`src/sstk_pkg.sv`:
```
// shared types, codes and constants for the sortable stack
package sstk_pkg;

   localparam int DEFAULT_DEPTH = 16;
   localparam int WORD_W        = 32;
   localparam int FILL_W        = 5;

   // request codes
   localparam logic [1:0] REQ_PUSH = 2'd0;
   localparam logic [1:0] REQ_POP  = 2'd1;
   localparam logic [1:0] REQ_SORT = 2'd2;

   // status codes
   localparam logic [1:0] ST_OK    = 2'd0;
   localparam logic [1:0] ST_FULL  = 2'd1;
   localparam logic [1:0] ST_EMPTY = 2'd2;

   typedef struct packed {
      logic [1:0]               req_type;
      logic signed [WORD_W-1:0] push_value;
   } req_item_type;

   typedef struct packed {
      logic signed [WORD_W-1:0] pop_value;
      logic [1:0]               status;
      logic [FILL_W-1:0]        fill_level;
   } rsp_item_type;

   // controller to datapath
   typedef struct packed {
      logic rsp_now;    // load the result of a request that finishes in its accept cycle
      logic push_wr;    // write push value on top
      logic pop_rd;     // read top entry and drop it
      logic sort_init;  // start outer pass at position 0
      logic hold_load;  // latch entry i into the hold register
      logic cmp_step;   // compare hold with entry j, exchange if smaller
      logic wb_step;    // write hold back to position i
      logic rsp_pop;    // load popped word as result
      logic rsp_done;   // load sort completion result
   } sstk_cmd_type;

   // datapath to controller
   typedef struct packed {
      logic full;
      logic empty;
      logic short_stack; // fewer than two entries
      logic j_last;
      logic i_last;
   } sstk_stat_type;

endpackage

```
`src/sstk_dp.sv`:
```
// sortable stack datapath: entry memory, fill count, sort indexes and result register
module sstk_dp #(
   parameter int DEPTH = sstk_pkg::DEFAULT_DEPTH
) (
   input  logic                  clock,
   input  logic                  reset,
   input  sstk_pkg::req_item_type req_data,
   input  sstk_pkg::sstk_cmd_type cmd,
   output sstk_pkg::sstk_stat_type stat,
   output sstk_pkg::rsp_item_type rsp_data
);
   import sstk_pkg::*;

   localparam int AW = $clog2(DEPTH);
   localparam int CW = $clog2(DEPTH + 1);

   logic signed [WORD_W-1:0] mem [DEPTH];

   logic [CW-1:0]            count_ff, count_in;
   logic [AW-1:0]            i_ff, i_in;
   logic [AW-1:0]            j_ff, j_in;
   logic signed [WORD_W-1:0] hold_ff, hold_in;
   logic signed [WORD_W-1:0] rd_ff;
   rsp_item_type             rsp_ff, rsp_in;

   logic                     we;
   logic [AW-1:0]            waddr, raddr;
   logic signed [WORD_W-1:0] wdata;
   logic                     less;
   logic [AW-1:0]            top_addr;

   assign top_addr = AW'(count_ff - CW'(1));
   assign less     = hold_ff < rd_ff;

   assign stat.full        = (count_ff == CW'(DEPTH));
   assign stat.empty       = (count_ff == '0);
   assign stat.short_stack = (count_ff < CW'(2));
   assign stat.j_last      = (j_ff == top_addr);
   assign stat.i_last      = (i_ff == AW'(count_ff - CW'(2)));

   always_comb begin
      count_in = count_ff;
      i_in     = i_ff;
      j_in     = j_ff;
      hold_in  = hold_ff;
      we       = 1'b0;
      waddr    = '0;
      wdata    = hold_ff;
      raddr    = top_addr;
      rsp_in   = rsp_ff;

      if (cmd.push_wr) begin
         we       = 1'b1;
         waddr    = AW'(count_ff);
         wdata    = req_data.push_value;
         count_in = count_ff + CW'(1);
      end
      if (cmd.pop_rd) begin
         raddr    = top_addr;
         count_in = count_ff - CW'(1);
      end
      if (cmd.sort_init) begin
         i_in  = '0;
         raddr = '0;
      end
      if (cmd.hold_load) begin
         hold_in = rd_ff;
         j_in    = i_ff + AW'(1);
         raddr   = i_ff + AW'(1);
      end
      if (cmd.cmp_step) begin
         if (less) begin
            we      = 1'b1;
            waddr   = j_ff;
            wdata   = hold_ff;
            hold_in = rd_ff;
         end
         j_in  = j_ff + AW'(1);
         raddr = j_ff + AW'(1);
      end
      if (cmd.wb_step) begin
         we    = 1'b1;
         waddr = i_ff;
         wdata = hold_ff;
         i_in  = i_ff + AW'(1);
         raddr = i_ff + AW'(1);
      end

      if (cmd.rsp_now) begin
         rsp_in.pop_value = '0;
         rsp_in.status    = ST_OK;
         case (req_data.req_type)
            REQ_PUSH: begin
               if (stat.full) rsp_in.status = ST_FULL;
            end
            REQ_POP: begin
               rsp_in.pop_value = -32'sd1;
               rsp_in.status    = ST_EMPTY;
            end
            default: ;
         endcase
      end else if (cmd.rsp_pop) begin
         rsp_in.pop_value = rd_ff;
         rsp_in.status    = ST_OK;
      end else if (cmd.rsp_done) begin
         rsp_in.pop_value = '0;
         rsp_in.status    = ST_OK;
      end
      if (cmd.rsp_now || cmd.rsp_pop || cmd.rsp_done) begin
         rsp_in.fill_level = FILL_W'(count_in);
      end
   end

   always_ff @(posedge clock) begin
      if (we) mem[waddr] <= wdata;
      rd_ff <= mem[raddr];
   end

   always_ff @(posedge clock) begin
      if (reset) begin
         count_ff <= '0;
      end else begin
         count_ff <= count_in;
      end
      i_ff    <= i_in;
      j_ff    <= j_in;
      hold_ff <= hold_in;
      rsp_ff  <= rsp_in;
   end

   assign rsp_data = rsp_ff;

endmodule

```
`src/sstk_ctrl.sv`:
```
// sortable stack controller: request sequencing and handshakes
module sstk_ctrl (
   input  logic                   clock,
   input  logic                   reset,
   input  logic                   req_valid,
   output logic                   req_ready,
   input  logic [1:0]             req_code,
   output logic                   rsp_valid,
   input  logic                   rsp_ready,
   input  sstk_pkg::sstk_stat_type stat,
   output sstk_pkg::sstk_cmd_type  cmd
);
   import sstk_pkg::*;

   typedef enum logic [4:0] {
      S_IDLE = 5'b00001,
      S_POP  = 5'b00010,
      S_SI   = 5'b00100,
      S_SJ   = 5'b01000,
      S_WB   = 5'b10000
   } state_type;

   state_type state_ff, state_in;
   logic      rsp_valid_ff, rsp_valid_in;
   logic      accept;
   logic      rsp_load;

   assign req_ready = (state_ff == S_IDLE) && (!rsp_valid_ff || rsp_ready);
   assign accept    = req_valid && req_ready;

   always_comb begin
      cmd      = '0;
      state_in = state_ff;
      unique case (state_ff)
         S_IDLE: begin
            if (accept) begin
               case (req_code)
                  REQ_PUSH: begin
                     cmd.push_wr = !stat.full;
                     cmd.rsp_now = 1'b1;
                  end
                  REQ_POP: begin
                     if (stat.empty) begin
                        cmd.rsp_now = 1'b1;
                     end else begin
                        cmd.pop_rd = 1'b1;
                        state_in   = S_POP;
                     end
                  end
                  REQ_SORT: begin
                     if (stat.short_stack) begin
                        cmd.rsp_now = 1'b1;
                     end else begin
                        cmd.sort_init = 1'b1;
                        state_in      = S_SI;
                     end
                  end
                  default: cmd.rsp_now = 1'b1;
               endcase
            end
         end
         S_POP: begin
            cmd.rsp_pop = 1'b1;
            state_in    = S_IDLE;
         end
         S_SI: begin
            cmd.hold_load = 1'b1;
            state_in      = S_SJ;
         end
         S_SJ: begin
            cmd.cmp_step = 1'b1;
            if (stat.j_last) state_in = S_WB;
         end
         S_WB: begin
            cmd.wb_step = 1'b1;
            if (stat.i_last) begin
               cmd.rsp_done = 1'b1;
               state_in     = S_IDLE;
            end else begin
               state_in = S_SI;
            end
         end
         default: state_in = S_IDLE;
      endcase
   end

   assign rsp_load = cmd.rsp_now || cmd.rsp_pop || cmd.rsp_done;

   always_comb begin
      rsp_valid_in = rsp_valid_ff;
      if (rsp_ready) rsp_valid_in = 1'b0;
      if (rsp_load)  rsp_valid_in = 1'b1;
   end

   always_ff @(posedge clock) begin
      if (reset) begin
         state_ff     <= S_IDLE;
         rsp_valid_ff <= 1'b0;
      end else begin
         state_ff     <= state_in;
         rsp_valid_ff <= rsp_valid_in;
      end
   end

   assign rsp_valid = rsp_valid_ff;

endmodule

```
`src/sortable_stack_core.sv`:
```
// sortable stack top level: bounded lifo of signed words with in-place exchange sort
//
// usage
//  - req channel (valid/ready) carries a request code and a push word; rsp channel
//    (valid/ready) returns one result per request: word, status and fill count
//  - push, a refused push, a pop on empty, a sort of fewer than two entries and the
//    unused code all finish in the accept cycle; the result shows in the next cycle
//  - a pop reads the entry memory through its registered read port, so its result
//    passes through the read register and then the result register
//  - a sort of n entries steps through outer positions 0 to n-2 after the accept cycle:
//    each outer position takes a read step, a compare step per later entry and a
//    write-back step, all through the single read and write port of the memory
//  - one request is in work at a time; req_ready is high while idle and the result
//    register is empty or being taken in the same cycle
//  - a stalled receiver holds the result in the output register and blocks new
//    requests until the transfer completes
//  - reset (synchronous, active high) empties the stack and drops any pending
//    result; memory contents are not cleared
module sortable_stack_core #(
   parameter int DEPTH = sstk_pkg::DEFAULT_DEPTH
) (
   input  logic                   clock,
   input  logic                   reset,
   input  logic                   req_valid,
   output logic                   req_ready,
   input  sstk_pkg::req_item_type req_data,
   output logic                   rsp_valid,
   input  logic                   rsp_ready,
   output sstk_pkg::rsp_item_type rsp_data
);
   import sstk_pkg::*;

   // command and status between sequencer and datapath
   sstk_cmd_type  cmd;
   sstk_stat_type stat;

   // request sequencing and both handshakes
   sstk_ctrl u_ctrl (
      .clock     (clock),
      .reset     (reset),
      .req_valid (req_valid),
      .req_ready (req_ready),
      .req_code  (req_data.req_type),
      .rsp_valid (rsp_valid),
      .rsp_ready (rsp_ready),
      .stat      (stat),
      .cmd       (cmd)
   );

   // entry memory, fill count, sort indexes and result payload
   sstk_dp #(
      .DEPTH (DEPTH)
   ) u_dp (
      .clock    (clock),
      .reset    (reset),
      .req_data (req_data),
      .cmd      (cmd),
      .stat     (stat),
      .rsp_data (rsp_data)
   );

endmodule

```
`config.mk`:
```
export PLATFORM = sky130hd
export DESIGN_NAME = sortable_stack_core
export DESIGN_NICKNAME = d
export VERILOG_FILES = /design/src/sstk_pkg.sv /design/src/sstk_dp.sv /design/src/sstk_ctrl.sv /design/src/sortable_stack_core.sv
export SDC_FILE = /design/constraint.sdc
export NUM_CORES = 1
export LEC_CHECK = 0
export ABC_CLOCK_PERIOD_IN_PS = 7070
export BUFFER_PORTS_ARGS = -buffer_cell sky130_fd_sc_hd__buf_2
export CORE_MARGIN = 1
export CORE_UTILIZATION = 35
export DETAILED_ROUTE_END_ITERATION = 10
export HOLD_SLACK_MARGIN = 0.12
export PLACE_DENSITY_LB_ADDON = 0.15
export SLEW_MARGIN = 20
export SYNTH_ARGS = -nofsm -noshare
export SYNTH_HDL_FRONTEND = slang
export SYNTH_SLANG_ARGS = --single-unit
export TNS_END_PERCENT = 30
```
`constraint.sdc`:
```
create_clock -name clock -period 7.07 [get_ports clock]
set_clock_uncertainty 0.05 [all_clocks]
set_input_delay 0.3535 -clock clock [delete_from_list [all_inputs] [get_ports clock]]
set_output_delay 0.3535 -clock clock [all_outputs]
set_load 0.02 [all_outputs]
```
Word level (Yosys, flattened, before mapping)
Memory sizes are Yosys's and may differ from the RTL's. A register that Yosys moved wholly into a read port is not among the register bits.
Cells that the tools add are included.

word-level totals
  input bits = 38
  output and inout port bits = 41
  bits in latches = 0
  memory bits (read-only) = 0
  memories = 1
  word-level logic and storage cells = 104
  RAM bits = 512
  register bits = 90

memories
  memory    depth  bits a word  read ports  clocked after Yosys merged registers in  wr ports  RTL line       RTL
  u_dp.mem  16     32           1           1                                        1         sstk_dp.sv:17  logic signed [WORD_W-1:0] mem [DEPTH];

operators by class
  bitwise gates (word level) = 0
  eq/ne operators = 15
  order comparisons = 2
  multipliers = 0
  add/subtract/negate cells = 5
  reductions and logical operators = 14
  shift operators = 0
  divide/modulo/power cells = 0
  muxes and demuxes = 58

operators with widths
  cell                                                  count
  2-to-1 mux 32 bit                                     8
  2-to-1 mux 34 bit                                     3
  2-to-1 mux 4 bit                                      14
  < comparator 32 bit                                   1
  2-to-1 mux 5 bit                                      6
  2-to-1 mux 1 bit                                      22
  case mux 5 bit (4 select lines)                       1
  equality test 5 bit (second input constant)           2
  case mux 5 bit (2 select lines)                       1
  inequality test 3 bit (second input constant)         3
  adder 4 x 1 -> 4 bit (second input constant)          2
  equality test 4 bit                                   2
  nonzero test 2 bit                                    3
  adder 5 x 1 -> 5 bit (second input constant)          1
  equality test 5 x 1 -> 1 bit (second input constant)  1
  equality test 5 x 2 -> 1 bit (second input constant)  1
  equality test 5 x 3 -> 1 bit (second input constant)  1
  equality test 5 x 4 -> 1 bit (second input constant)  1
  logical NOT 5 bit                                     1
  < comparator 5 x 2 -> 1 bit (second input constant)   1
  AND reduction 5 bit                                   1
  subtractor 5 x 1 -> 5 bit (second input constant)     1
  case mux 2 bit (2 select lines)                       1
  subtractor 4 x 2 -> 4 bit (second input constant)     1
  11 further kinds                                      15

Depth between registers and ports, before layout
Gate-level depths: netlist of the first run.

  depth after elaboration = 12
  depth in mapped cells = 13
  depth with buffers taken out = 10

Hierarchy
A second synthesis of the first run with hierarchy kept.

second synthesis, totals
  cells, all modules = 1,368
  area total of the unflattened synthesis = 25,384.3 um^2

modules (own cells, without submodules)
  module     cells an instance  sequential area each (um^2)  instances  area each (um^2)
  sstk_dp    1,320              18,167.4                     1          24,965.2
  sstk_ctrl  48                 120.1                        1          419.2

Worst setup path before layout of the first run
No wires, ideal clock.

  path type = register to register
  from = register u_ctrl.state_ff[4]
  to = memory u_dp.mem[1][0], enable pin
  cell stages (with the launch flop) = 11
  clock period less this slack = 6,588 ps
  data arrival time = 6,037 ps
  slack = 482 ps
  library setup time = 501 ps
  data required time = 6,519 ps
  path buffers = 3
  cells stage by stage = dfxtp_1 buf_6 or4b_4 nor4_4 and3_1 clkbuf_1 buf_2 ha_1 nor4b_1 a21oi_1 nor4_1

between the ends
  cells in the longest elaborated chain, start to end = 11
  elaborated cells between the ends (all ways) = 19
  those cells by class = 3 x eq/ne; 14 x mux; 2 x reduce/logical

ends and longest elaborated chain
  element                                 RTL line                          RTL
  from (decl)                             sstk_ctrl.sv:23                   state_type state_ff, state_in;
  from (signal assigned)                  sstk_ctrl.sv:100                  state_ff <= state_in;
  equality test 5 x 1 -> 1 bit            sstk_ctrl.sv:28, sstk_ctrl.sv:34
  logical AND 1 bit                       sstk_ctrl.sv:28                   assign req_ready = (state_ff == S_IDLE) && (!rsp_valid_ff || rsp_ready);
  logical AND 1 bit                       sstk_ctrl.sv:29                   assign accept = req_valid && req_ready;
  2-to-1 mux 4 bit                        sstk_ctrl.sv:36                   if (accept) begin
  2-to-1 mux 4 bit                        sstk_ctrl.sv:34                   unique case (state_ff)
  2-to-1 mux 1 bit                        sstk_dp.sv:52                     if (cmd.push_wr) begin
  2-to-1 mux 1 bit                        sstk_dp.sv:72                     if (less) begin
  2-to-1 mux 1 bit                        sstk_dp.sv:71                     if (cmd.cmp_step) begin
  2-to-1 mux 1 bit                        sstk_dp.sv:81                     if (cmd.wb_step) begin
  2-to-1 mux 1 bit                        sstk_dp.sv:115                    if (we) mem[waddr] <= wdata;
  2-to-1 mux 1 bit (not written as such)  sstk_dp.sv:115
  to (decl)                               sstk_dp.sv:17

Several ways; a longest one is shown, not always the timed one.

Worst setup path after layout of the first run
  from = register u_dp.rd_ff[15], read port of u_dp.mem
  to = memory u_dp.mem[12][15], enable pin

between the ends
  cells in the longest elaborated chain, start to end = 6
  elaborated cells between the ends (all ways) = 9
  those cells by class = 1 x order compare; 8 x mux

ends and longest elaborated chain
  element                                 RTL line        RTL
  from (decl)                             sstk_dp.sv:23   logic signed [WORD_W-1:0] rd_ff;
  < comparator 32 bit *                   sstk_dp.sv:33   assign less = hold_ff < rd_ff;
  2-to-1 mux 1 bit                        sstk_dp.sv:72
  2-to-1 mux 1 bit                        sstk_dp.sv:71
  2-to-1 mux 1 bit                        sstk_dp.sv:81
  2-to-1 mux 1 bit                        sstk_dp.sv:115
  2-to-1 mux 1 bit (not written as such)  sstk_dp.sv:115

Every way passes the cells marked *; elsewhere a longest branch is shown, timed or not.

==> impl_metrics.py, run 1 <==
metrics = {
    "drt": {
        "wirelength_mm": 67.0,
        "drcViolationCount": 0,
        "drt_first_pass_iters": 5,
        "postRouteAntennaNets": 0,
        "routed_via_density": 5.22,
        "wire_per_inst_um": 23.1,
        "vias": 15100,
        "drt_iter0_drc": 949,
    },
    "floorplan": {
        "io_pins": 79,
        "dieArea_um2": 76000,
        "die_w_um": 276,
        "floorplan.initialDensity_pct": 35.6,
        "core-area_um2": 73600,
        "rows": 99,
        "die_h_um": 276,
    },
    "setup_path": {
        "reg2reg_slack_ps": 1730,
        "startpoint_type": "register",
        "critPathCaptureType": "register",
        "path_max_fanout": 21,
        "critPathKind": "reg -> reg",
        "reg2regPathDepth": 11,
        "reg2reg_from": "u_dp.rd_ff[15]$_DFF_P_",
        "timing.rr.end": "u_dp.mem[12][15]$_DFFE_PP_",
        "arrival_ps": 5580,
        "crit_required_ps": 7310,
    },
    "timing": {
        "slew_violations": 0,
        "final.period_utilization_pct": 75.5,
        "max_freq_mhz": 187,
        "fin_crit_ps": 5340,
        "final-hold-violation-count": 0,
        "finalSetupViolations": 0,
        "whs_ps": 212,
        "slew-limit-headroom_pct": 29.3,
        "setup_tns_ps": 0,
        "tightest_slew_ps": 1050,
        "rsz0062_at_grt": "no",
        "fin_ws_ps": 1730,
    },
    "yosys": {
        "yosys.area.top_type": "edfxtp_1",
        "ys.warnings.count": 0,
        "yosys_most_used_dff": "edfxtp_1",
        "synth_edf_count": 559,
        "ys_seq_elements": 634,
        "synth.cell_area_um2": 26200,
        "synth-seq-area-share_pct": 69.8,
        "synth.top_cell.area_share_pct": 64.0,
        "synth_cells": 1792,
        "netlist_top_cells_area": "edfxtp_1, dfxtp_1, mux2_2",
        "syn_nets": 1871,
        "synth.most_common_cell": "edfxtp_1",
        "synth_common_cells": "edfxtp_1, nand2_1, mux2_2",
        "synthArstFlopShare_pct": 0,
        "avgSynthCellArea_um2": 14.6,
        "synth_cell_types": 62,
    },
    "cts": {
        "cts_root_buf": "clkbuf_16",
        "numCtsBuffers": 70,
        "ctsResizeCount": 0,
        "path_clk_slew_ps": 60,
        "insertion_delay_ps": 620,
        "h-tree-depth": 3,
        "clock-sinks": 634,
        "cts_tree": "built",
        "clock_path_buffers": 3,
    },
    "job": {
        "maxCapViolCount": 0,
    },
    "min_path": {
        "hold_depth": 5,
        "min_to": "u_ctrl.state_ff[4]$_SDFFE_PP0P_",
        "hold_class": "in -> reg",
        "holdCritStartpoint": "req_valid",
    },
    "layout": {
        "nets": 1960,
        "fin_util_pct": 40.8,
        "drive_gt1_share_pct": 19.0,
        "num_antenna_cells": 0,
        "syn_to_final_growth_pct": 14.4,
    },
    "place": {
        "port_buffers": 78,
        "place_congestion": 0.773,
        "place_hpwl_mm": 37.8,
        "dp_slack_ps": 1680,
    },
    "global_route": {
        "grt_pass1_wl_mm": 99.6,
        "gr-usage-met3_pct": 2.92,
        "grt_antenna_before_repair": 2,
        "grt_pass1_vias": 14900,
        "grt_use_met2_pct": 27.8,
        "grt.overflow.total": 0,
        "grt_usage_pct": 17.8,
        "grt_use_met1_pct": 25.7,
        "grt_busiest_layer": "met2",
        "grt_max_degree": 186,
    },
    "power_and_ir_drop": {
        "ir_drop_uv": 162,
        "power.leakage_nw": 10.9,
        "powerDensity_nw_per_um2": 346,
    },
    "status": {
        "status": "finished, final reports clean",
    },
}
layout by cell type (no fill, tap or decap), types with 24 or more instances in the layout:
cell | Yosys | layout
buf_4 | 8 | 41
a211oi_1 | 75 | 75
a21o_1 | 35 | 35
nand2_1 | 224 | 221
mux2_2 | 96 | 96
mux2i_1 | 67 | 67
a221o_1 | 35 | 35
ha_1 | 41 | 41
clkbuf_16 | 0 | 70
dfxtp_1 | 75 | 75
nor2_1 | 35 | 29
clkbuf_1 | 59 | 34
and2_1 | 92 | 92
a31oi_1 | 65 | 65
and3_1 | 35 | 33
edfxtp_1 | 559 | 559
inv_1 | 40 | 40
buf_2 | 30 | 78
o32ai_1 | 32 | 32
a211oi_2 | 24 | 24
metrics by stage:
| stage | total power [mW] | std cells | cell area (um^2) |
|---|---|---|---|
| 5_1_grt | 10.8 | 2898 | 30000 |
| 2_1_floorplan | 6.24 | 1792 | 26200 |
| 6_report | 10.4 | 2898 | 30000 |
| 4_1_cts | 10.5 | 2898 | 30000 |
| 3_5_place_dp | 7.00 | 2765 | 27800 |
| 3_3_place_gp | 6.99 | 2765 | 27800 |
critical path: stages (launching register included):
cell and delay, ps:
dfxtp_1 360, inv_1 50, ha_1 300, nand2_1 110
nor4_1 920, o2111ai_1 210, a311oi_1 680, o211a_1 360
nor4b_1 120, or4b_1 730, nor2_4 770, buf_4 370
flip-flops by register name, summed over array words and instances (netlist names):
name and cells:
u_dp.mem 512, u_ctrl.state_ff 5, u_dp.j_ff 4, u_dp.i_ff 4
u_dp.rsp_data 39, u_dp.rd_ff 32, u_ctrl.rsp_valid 1, u_dp.hold_ff 32
u_dp.count_ff 5
final cells by class:
class                   instances  area, um^2
fillers                      6830       43600
flip-flops and latches        634       18300
multi-input cells            1009        7380
clock buffers                 109        1950
well taps                     959        1200
repair buffers                126         808
clock inverters                21         213
inverters                      40         150
how the worst max path moves through the flow:
stage	slack, ps	end	start
2_1_floorplan	480	u_dp.mem[1][0]$_DFFE_PP_	u_ctrl.state_ff[4]$_SDFFE_PP0P_
3_3_place_gp	1820	u_dp.mem[12][10]$_DFFE_PP_	u_dp.rd_ff[15]$_DFF_P_
3_5_place_dp	1680	u_dp.mem[12][11]$_DFFE_PP_	u_dp.rd_ff[15]$_DFF_P_
4_1_cts	1650	u_dp.mem[12][15]$_DFFE_PP_	u_dp.rd_ff[15]$_DFF_P_
5_1_grt	1360	u_dp.mem[12][15]$_DFFE_PP_	u_dp.rd_ff[15]$_DFF_P_
6_report	1730	u_dp.mem[12][15]$_DFFE_PP_	u_dp.rd_ff[15]$_DFF_P_
metal layers:
layer  wire length, um  share of wire, %
met1             32300                48
met3              2500               3.7
met4              1520               2.3
met5                 0                 0
met2             30700                46
cells by family (layout without fill, tap and decap cells):
kind of cell / count (synthesis) / after routing / share of synthesized area (%)
AOI/OAI and AO/OA: 328 / 328 / 9.83
xor gates and xnor gates: 17 / 17 / 0.568
adders and majority gates: 41 / 41 / 1.96
buffers and inverters: 149 / 296 / 2.62
DFF: 634 / 634 / 69.8
muxes: 163 / 163 / 6.68
and+or+nand+nor: 460 / 460 / 8.56
timing repair:
| action | CTS | global route |
|---|---|---|
| endpoints found under the setup margin | 0 | 0 |
| hold buffers | 3 | 0 |
| setup buffers | 0 | 0 |
| hold endpoints to repair | 9 | 0 |
report_power, final:
group	switching, mW	internal (mW)
sequential	0.149	4.53
clock	1.48	1.99
combinational	1.46	0.762
total	3.09	7.27
Note: power is estimated with default switching activity, not from simulation.
==> run 2, diff against run 1 <==
--- a/config.mk
+++ b/config.mk
@@ -5,7 +5,7 @@
 export SDC_FILE = /design/constraint.sdc
 export NUM_CORES = 1
 export LEC_CHECK = 0
-export ABC_CLOCK_PERIOD_IN_PS = 7070
+export ABC_CLOCK_PERIOD_IN_PS = 5000
 export BUFFER_PORTS_ARGS = -buffer_cell sky130_fd_sc_hd__buf_2
 export CORE_MARGIN = 1
 export CORE_UTILIZATION = 35
==> constraint.sdc (replaced) <==
create_clock -name clock -period 5 [get_ports clock]
set_clock_uncertainty 0.05 [all_clocks]
set_input_delay 0.25 -clock clock [delete_from_list [all_inputs] [get_ports clock]]
set_output_delay 0.25 -clock clock [all_outputs]
set_load 0.02 [all_outputs]
==> impl_metrics.py, run 2 (synthesis results as in run 1) <==
metrics = {
    "floorplan": {
        "core-area_um2": 73600,
        "die_h_um": 276,
        "floorplan.initialDensity_pct": 35.6,
        "io_pins": 79,
        "die_w_um": 276,
        "dieArea_um2": 76000,
        "rows": 99,
    },
    "status": {
        "status": "finished, final reports clean",
    },
    "place": {
        "place_inst": 2768,
        "port_buffers": 78,
        "place_congestion": 0.778,
        "place_hpwl_mm": 37.6,
        "placed_area_um2": 28000,
    },
    "layout": {
        "largest_reg_flops": 512,
        "top_register": "u_dp.mem",
        "regArea_um2": 18300,
        "syn_to_final_growth_pct": 15.6,
        "multi_input_area_um2": 7390,
        "final_area_um2": 30300,
        "num_antenna_cells": 0,
        "final_cell_mix": "edfxtp_1, nand2_1, mux2_2",
        "fillers": 6816,
        "layout_commonest_cell": "edfxtp_1",
        "drive_gt1_share_pct": 19.2,
        "nets": 1967,
        "instances_no_fill": 2903,
    },
    "timing": {
        "whs_ps": 150,
        "slew-limit-headroom_pct": 29.4,
        "setup_tns_ps": 0,
        "max_freq_mhz": 224,
        "finalSetupViolations": 0,
        "fin_crit_ps": 4470,
        "final-hold-violation-count": 0,
        "rsz0062_at_grt": "no",
        "tightest_slew_ps": 1050,
        "slew_violations": 0,
        "final.period_utilization_pct": 89.3,
    },
    "drt": {
        "routed_via_density": 5.15,
        "vias": 14900,
        "postRouteAntennaNets": 0,
        "wirelength_mm": 64.0,
        "wire_per_inst_um": 22.0,
        "drt_first_pass_iters": 5,
        "drt_iter0_drc": 1006,
        "drcViolationCount": 0,
    },
    "job": {
        "maxCapViolCount": 0,
    },
    "min_path": {
        "hold_class": "in -> reg",
        "hold_depth": 2,
    },
    "global_route": {
        "grt_max_degree": 108,
        "grt_usage_pct": 17.0,
        "grt.overflow.total": 0,
        "grt_pass1_vias": 15000,
        "grt_pass1_wl_mm": 96.2,
        "grt_antenna_before_repair": 0,
    },
    "setup_path": {
        "critPathCaptureType": "register",
        "reg2reg_slack_ps": 530,
        "crit_required_ps": 5210,
        "reg2reg_from": "u_dp.rd_ff[31]$_DFF_P_",
        "path_max_fanout": 32,
        "timing.rr.end": "u_dp.mem[0][19]$_DFFE_PP_",
        "critPathKind": "reg -> reg",
        "cp-startpoint": "u_dp.rd_ff[31]$_DFF_P_",
        "reg2regPathDepth": 11,
        "crit_end": "u_dp.mem[0][19]$_DFFE_PP_",
        "startpoint_type": "register",
        "arrival_ps": 4680,
    },
    "cts": {
        "cts_root_buf": "clkbuf_16",
        "ctsResizeCount": 0,
        "cts_hold_buf": 6,
        "clock_path_buffers": 3,
        "cts_setup_buffers": 0,
        "insertion_delay_ps": 600,
        "path_clk_slew_ps": 60,
        "clock-sinks": 634,
        "h-tree-depth": 3,
        "numCtsBuffers": 71,
        "cts_tree": "built",
    },
    "power_and_ir_drop": {
        "power.leakage_nw": 11.0,
        "ir_drop_uv": 226,
        "powerDensity_nw_per_um2": 487,
        "power.total_mw": 14.8,
    },
}
==> run 2: changes by cell type in the layout (fill, tap and decap cells not counted), sizes merged <==
cell	change
clkinv	+9
dlygate4sd3	+3
buf	+3
bufinv	+1
clkbuf	-11
==> run 2: per-stage QoR <==
stage	setup slack, ps	utilization, %
after floorplan	-644	-
after global placement	680	38.1
after detailed placement	546	38.1
after CTS	524	41.2
after global routing	252	41.2
final	534	41.2
==> run 2: per-layer routing <==
layer / global-route usage, % / vias to the layer above / share of wire, %
met3: 2.71 / 63 / 3.6
li1: - / 7049 / -
met5: 0 / - / 0
met1: 24.5 / 7576 / 49
met4: 4.62 / 0 / 1.5
met2: 26.7 / 257 / 46
==> run 2: critical path, cell delays in order (launching register included) <==
cell	delay, ps
dfxtp_1	340
inv_1	50
ha_1	340
nand4_1	120
nor3_1	410
nand4_1	310
a311oi_1	650
or4_1	210
nand2_1	220
or4b_1	790
nor3_2	310
buf_12	280
==> run 2: worst min path at each step <==
stage                                       end  slack [ps]                   start
floorplan           u_dp.count_ff[0]$_SDFF_PP0_         270                   reset
detailed placement      u_dp.hold_ff[2]$_DFF_P_         450   u_dp.rd_ff[2]$_DFF_P_
finish                u_dp.mem[15][5]$_DFFE_PP_         150             req_data[5]
CTS                   u_dp.mem[15][5]$_DFFE_PP_         120             req_data[5]
global route          u_dp.mem[15][5]$_DFFE_PP_         150             req_data[5]
global placement       u_dp.hold_ff[30]$_DFF_P_         440  u_dp.rd_ff[30]$_DFF_P_
==> run 2: where the power goes <==
part | switching (mW) | total (mW) | internal (mW)
registers | 0.208 | 6.61 | 6.40
logic | 2.07 | 3.21 | 1.14
clock network | 2.05 | 4.94 | 2.90
total | 4.32 | 14.8 | 10.4
==> run 2: final cells by class <==
cell class | instances | share of cell area (%)
Clock inverter | 31 | 0.752
Clock buffer | 98 | 6.47
Sequential cell | 634 | 60.4
Inverter | 40 | 0.496
Tap cell | 959 | 3.96
Timing Repair Buffer | 132 | 3.57
Multi-Input combinational cell | 1009 | 24.4
==> run 3, diff against run 2 <==
--- a/config.mk
+++ b/config.mk
@@ -15,5 +15,6 @@
 export SLEW_MARGIN = 20
 export SYNTH_ARGS = -nofsm -noshare
 export SYNTH_HDL_FRONTEND = slang
+export SYNTH_HIERARCHICAL = 1
 export SYNTH_SLANG_ARGS = --single-unit
 export TNS_END_PERCENT = 30
==> impl_metrics.py, run 3 <==
metrics = {
    "cts": {
        "clock_path_buffers": 3,
        "cts_root_buf": "clkbuf_16",
        "h-tree-depth": 3,
        "clock-sinks": 634,
        "cts_setup_buffers": 0,
        "cts_tree": "built",
        "insertion_delay_ps": 600,
        "path_clk_slew_ps": 60,
        "numCtsBuffers": 70,
    },
    "timing": {
        "fin_ws_ps": 485,
        "slew-limit-headroom_pct": 24.1,
        "tightest_slew_ps": 1140,
        "final.period_utilization_pct": 90.3,
        "slew_violations": 0,
        "finalSetupViolations": 0,
        "max_freq_mhz": 222,
        "final-hold-violation-count": 0,
        "rsz0062_at_grt": "no",
        "fin_crit_ps": 4510,
    },
    "layout": {
        "regArea_um2": 18300,
        "fin_util_pct": 41.9,
        "final_cell_mix": "edfxtp_1, mux4_2, buf_2",
        "top_register": "u_dp/mem",
        "nets": 1600,
        "fillers": 6337,
        "syn_to_final_growth_pct": 18.1,
        "largest_reg_flops": 512,
        "multi_input_area_um2": 6760,
        "drive_gt1_share_pct": 28.8,
        "final_area_um2": 30000,
        "layout_commonest_cell": "edfxtp_1",
        "num_antenna_cells": 0,
    },
    "yosys": {
        "ys_seq_elements": 634,
        "synth.top_cell.area_share_pct": 66.1,
        "yosys_most_used_dff": "edfxtp_1",
        "yosys.area.top_type": "edfxtp_1",
        "synth.cell_area_um2": 25400,
        "ys.warnings.count": 6,
        "synth.most_common_cell": "edfxtp_1",
        "synth_cell_types": 65,
        "synth_edf_count": 559,
        "netlist_top_cells_area": "edfxtp_1, mux4_2, dfxtp_1",
        "synthArstFlopShare_pct": 0,
        "synth_cells": 1368,
        "synth_common_cells": "edfxtp_1, mux4_2, dfxtp_1",
        "avgSynthCellArea_um2": 18.6,
        "synth-seq-area-share_pct": 72.0,
        "syn_nets": 1448,
    },
    "floorplan": {
        "rows": 98,
        "core-area_um2": 71600,
        "io_pins": 79,
        "die_h_um": 271,
        "die_w_um": 271,
        "dieArea_um2": 73600,
        "floorplan.initialDensity_pct": 35.4,
    },
    "place": {
        "dp_slack_ps": 189,
        "placed_area_um2": 27500,
        "port_buffers": 78,
        "place_hpwl_mm": 37.9,
        "place_congestion": 0.753,
    },
    "global_route": {
        "grt_usage_pct": 17.0,
        "grt_max_degree": 46,
        "gr-usage-met3_pct": 2.49,
        "grt_antenna_before_repair": 1,
        "grt_use_met1_pct": 23.1,
        "grt.overflow.total": 0,
        "grt_busiest_layer": "met2",
        "grt_pass1_vias": 13900,
        "grt_pass1_wl_mm": 92.2,
        "grt_use_met2_pct": 28.1,
    },
    "setup_path": {
        "crit_required_ps": 5220,
        "reg2reg_from": "u_dp/rd_ff[31]$_DFF_P_",
        "cp-startpoint": "u_dp/rd_ff[31]$_DFF_P_",
        "crit_end": "u_dp/mem[14][10]$_DFFE_PP_",
        "worst_path_dominant_cell_family": "simple AND/OR/NAND/NOR gates",
        "critPathKind": "reg -> reg",
        "path_max_fanout": 16,
        "path_common_cell": "buf_4",
        "path_cells": "inv_1 > ha_1 > nand4_2 > nor3_2 > nand3_1 > a31oi_4 > o21ai_0 > nor3b_1 > buf_4 > a221o_1 > nor4b_2 > buf_4",
        "arrival_ps": 4730,
        "path_depth": 12,
        "cp_slowest_cell": "a221o_1",
        "startpoint_type": "register",
        "reg2reg_slack_ps": 490,
        "timing.rr.end": "u_dp/mem[14][10]$_DFFE_PP_",
        "cpPeakStageDelay_ps": 570,
        "path_buf_inv": 3,
        "reg2regPathDepth": 12,
        "critPathCaptureType": "register",
    },
    "drt": {
        "wirelength_mm": 61.3,
        "postRouteAntennaNets": 0,
        "drcViolationCount": 0,
        "wire_per_inst_um": 24.2,
        "drt_iter0_drc": 835,
        "vias": 12800,
        "drt_first_pass_iters": 5,
        "routed_via_density": 5.07,
    },
    "power_and_ir_drop": {
        "ir_drop_uv": 240,
        "power.leakage_nw": 10.6,
        "powerDensity_nw_per_um2": 502,
    },
    "min_path": {
        "hold_class": "in -> reg",
    },
    "job": {
        "maxCapViolCount": 0,
    },
    "status": {
        "status": "finished, final reports clean",
    },
}
-- run 3: cell count changes in the layout (fill, tap and decap cells not counted), moves of 31 or more --
cell | before | now
o32ai_1 | 32 | 0
a21oi_1 | 20 | 55
mux2_2 | 96 | 35
a31oi_1 | 65 | 1
mux4_2 | 0 | 128
and2_1 | 92 | 6
mux2i_1 | 67 | 33
a221o_1 | 35 | 3
nor2b_1 | 10 | 41
a211oi_1 | 75 | 34
nand2_1 | 221 | 49
-- run 3: per-stage QoR --
step	cells	hold slack [ps]	total power, mW	setup TNS, ps
final	2528	157	15.0	0
after floorplan	1368	269	8.86	-323270
after CTS	2528	121	15.3	0
after global placement	2390	412	9.98	0
after global routing	2528	167	15.7	0
after detailed placement	2391	429	10.0	0
-- run 3: power breakdown --
group	switching, mW	internal (mW)
Clock	2.08	3.12
Sequential	0.228	6.72
Combinational	1.87	1.02
-- run 3: repair_timing --
action,CTS,global route
gates resized for setup,0,1
endpoints found under the hold margin,18,0
endpoints found under the setup margin,0,25
hold buffers,7,0
-- run 3: cells by family (layout without fill, tap and decap cells) --
family,count (synthesis),after routing,synth area share [%]
adders and majority gates,42,42,2.07
DFF,634,634,72.0
AOI/OAI and AO/OA,187,187,4.84
xor gates and xnor gates,18,18,0.621
and+or+nand+nor,172,172,4.18
buffers and inverters,119,329,2.04
muxes,196,196,14.2
-- run 3: per-layer routing --
layer / vias to the layer above / wire length (um)
met5: - / 0
met4: 0 / 1280
met3: 81 / 2230
met2: 231 / 30000
met1: 6706 / 27800
li1: 5798 / -
-- run 3: how the worst min path moves through the flow --
stage / startpoint / end / slack [ps] / cells after the start
floorplan: reset / u_ctrl/state_ff[3]$_SDFFE_PP0P_ / 270 / 1
CTS: req_data[15] / u_dp/mem[6][15]$_DFFE_PP_ / 120 / 2
global route: req_data[24] / u_dp/mem[2][24]$_DFFE_PP_ / 170 / 2
finish: req_data[24] / u_dp/mem[5][24]$_DFFE_PP_ / 160 / 2
global placement: u_dp/hold_ff[17]$_DFF_P_ / u_dp/hold_ff[17]$_DFF_P_ / 410 / 2
detailed placement: u_dp/hold_ff[9]$_DFF_P_ / u_dp/hold_ff[9]$_DFF_P_ / 430 / 2
-- run 3: final cells by class --
type	instances	area share (%)
clock buffer	102	6.97
clock inverter	28	0.923
inverter	49	0.614
multi-input combinational	615	22.6
sequential	634	61.0
tap	950	3.97
timing repair buffer	150	3.95
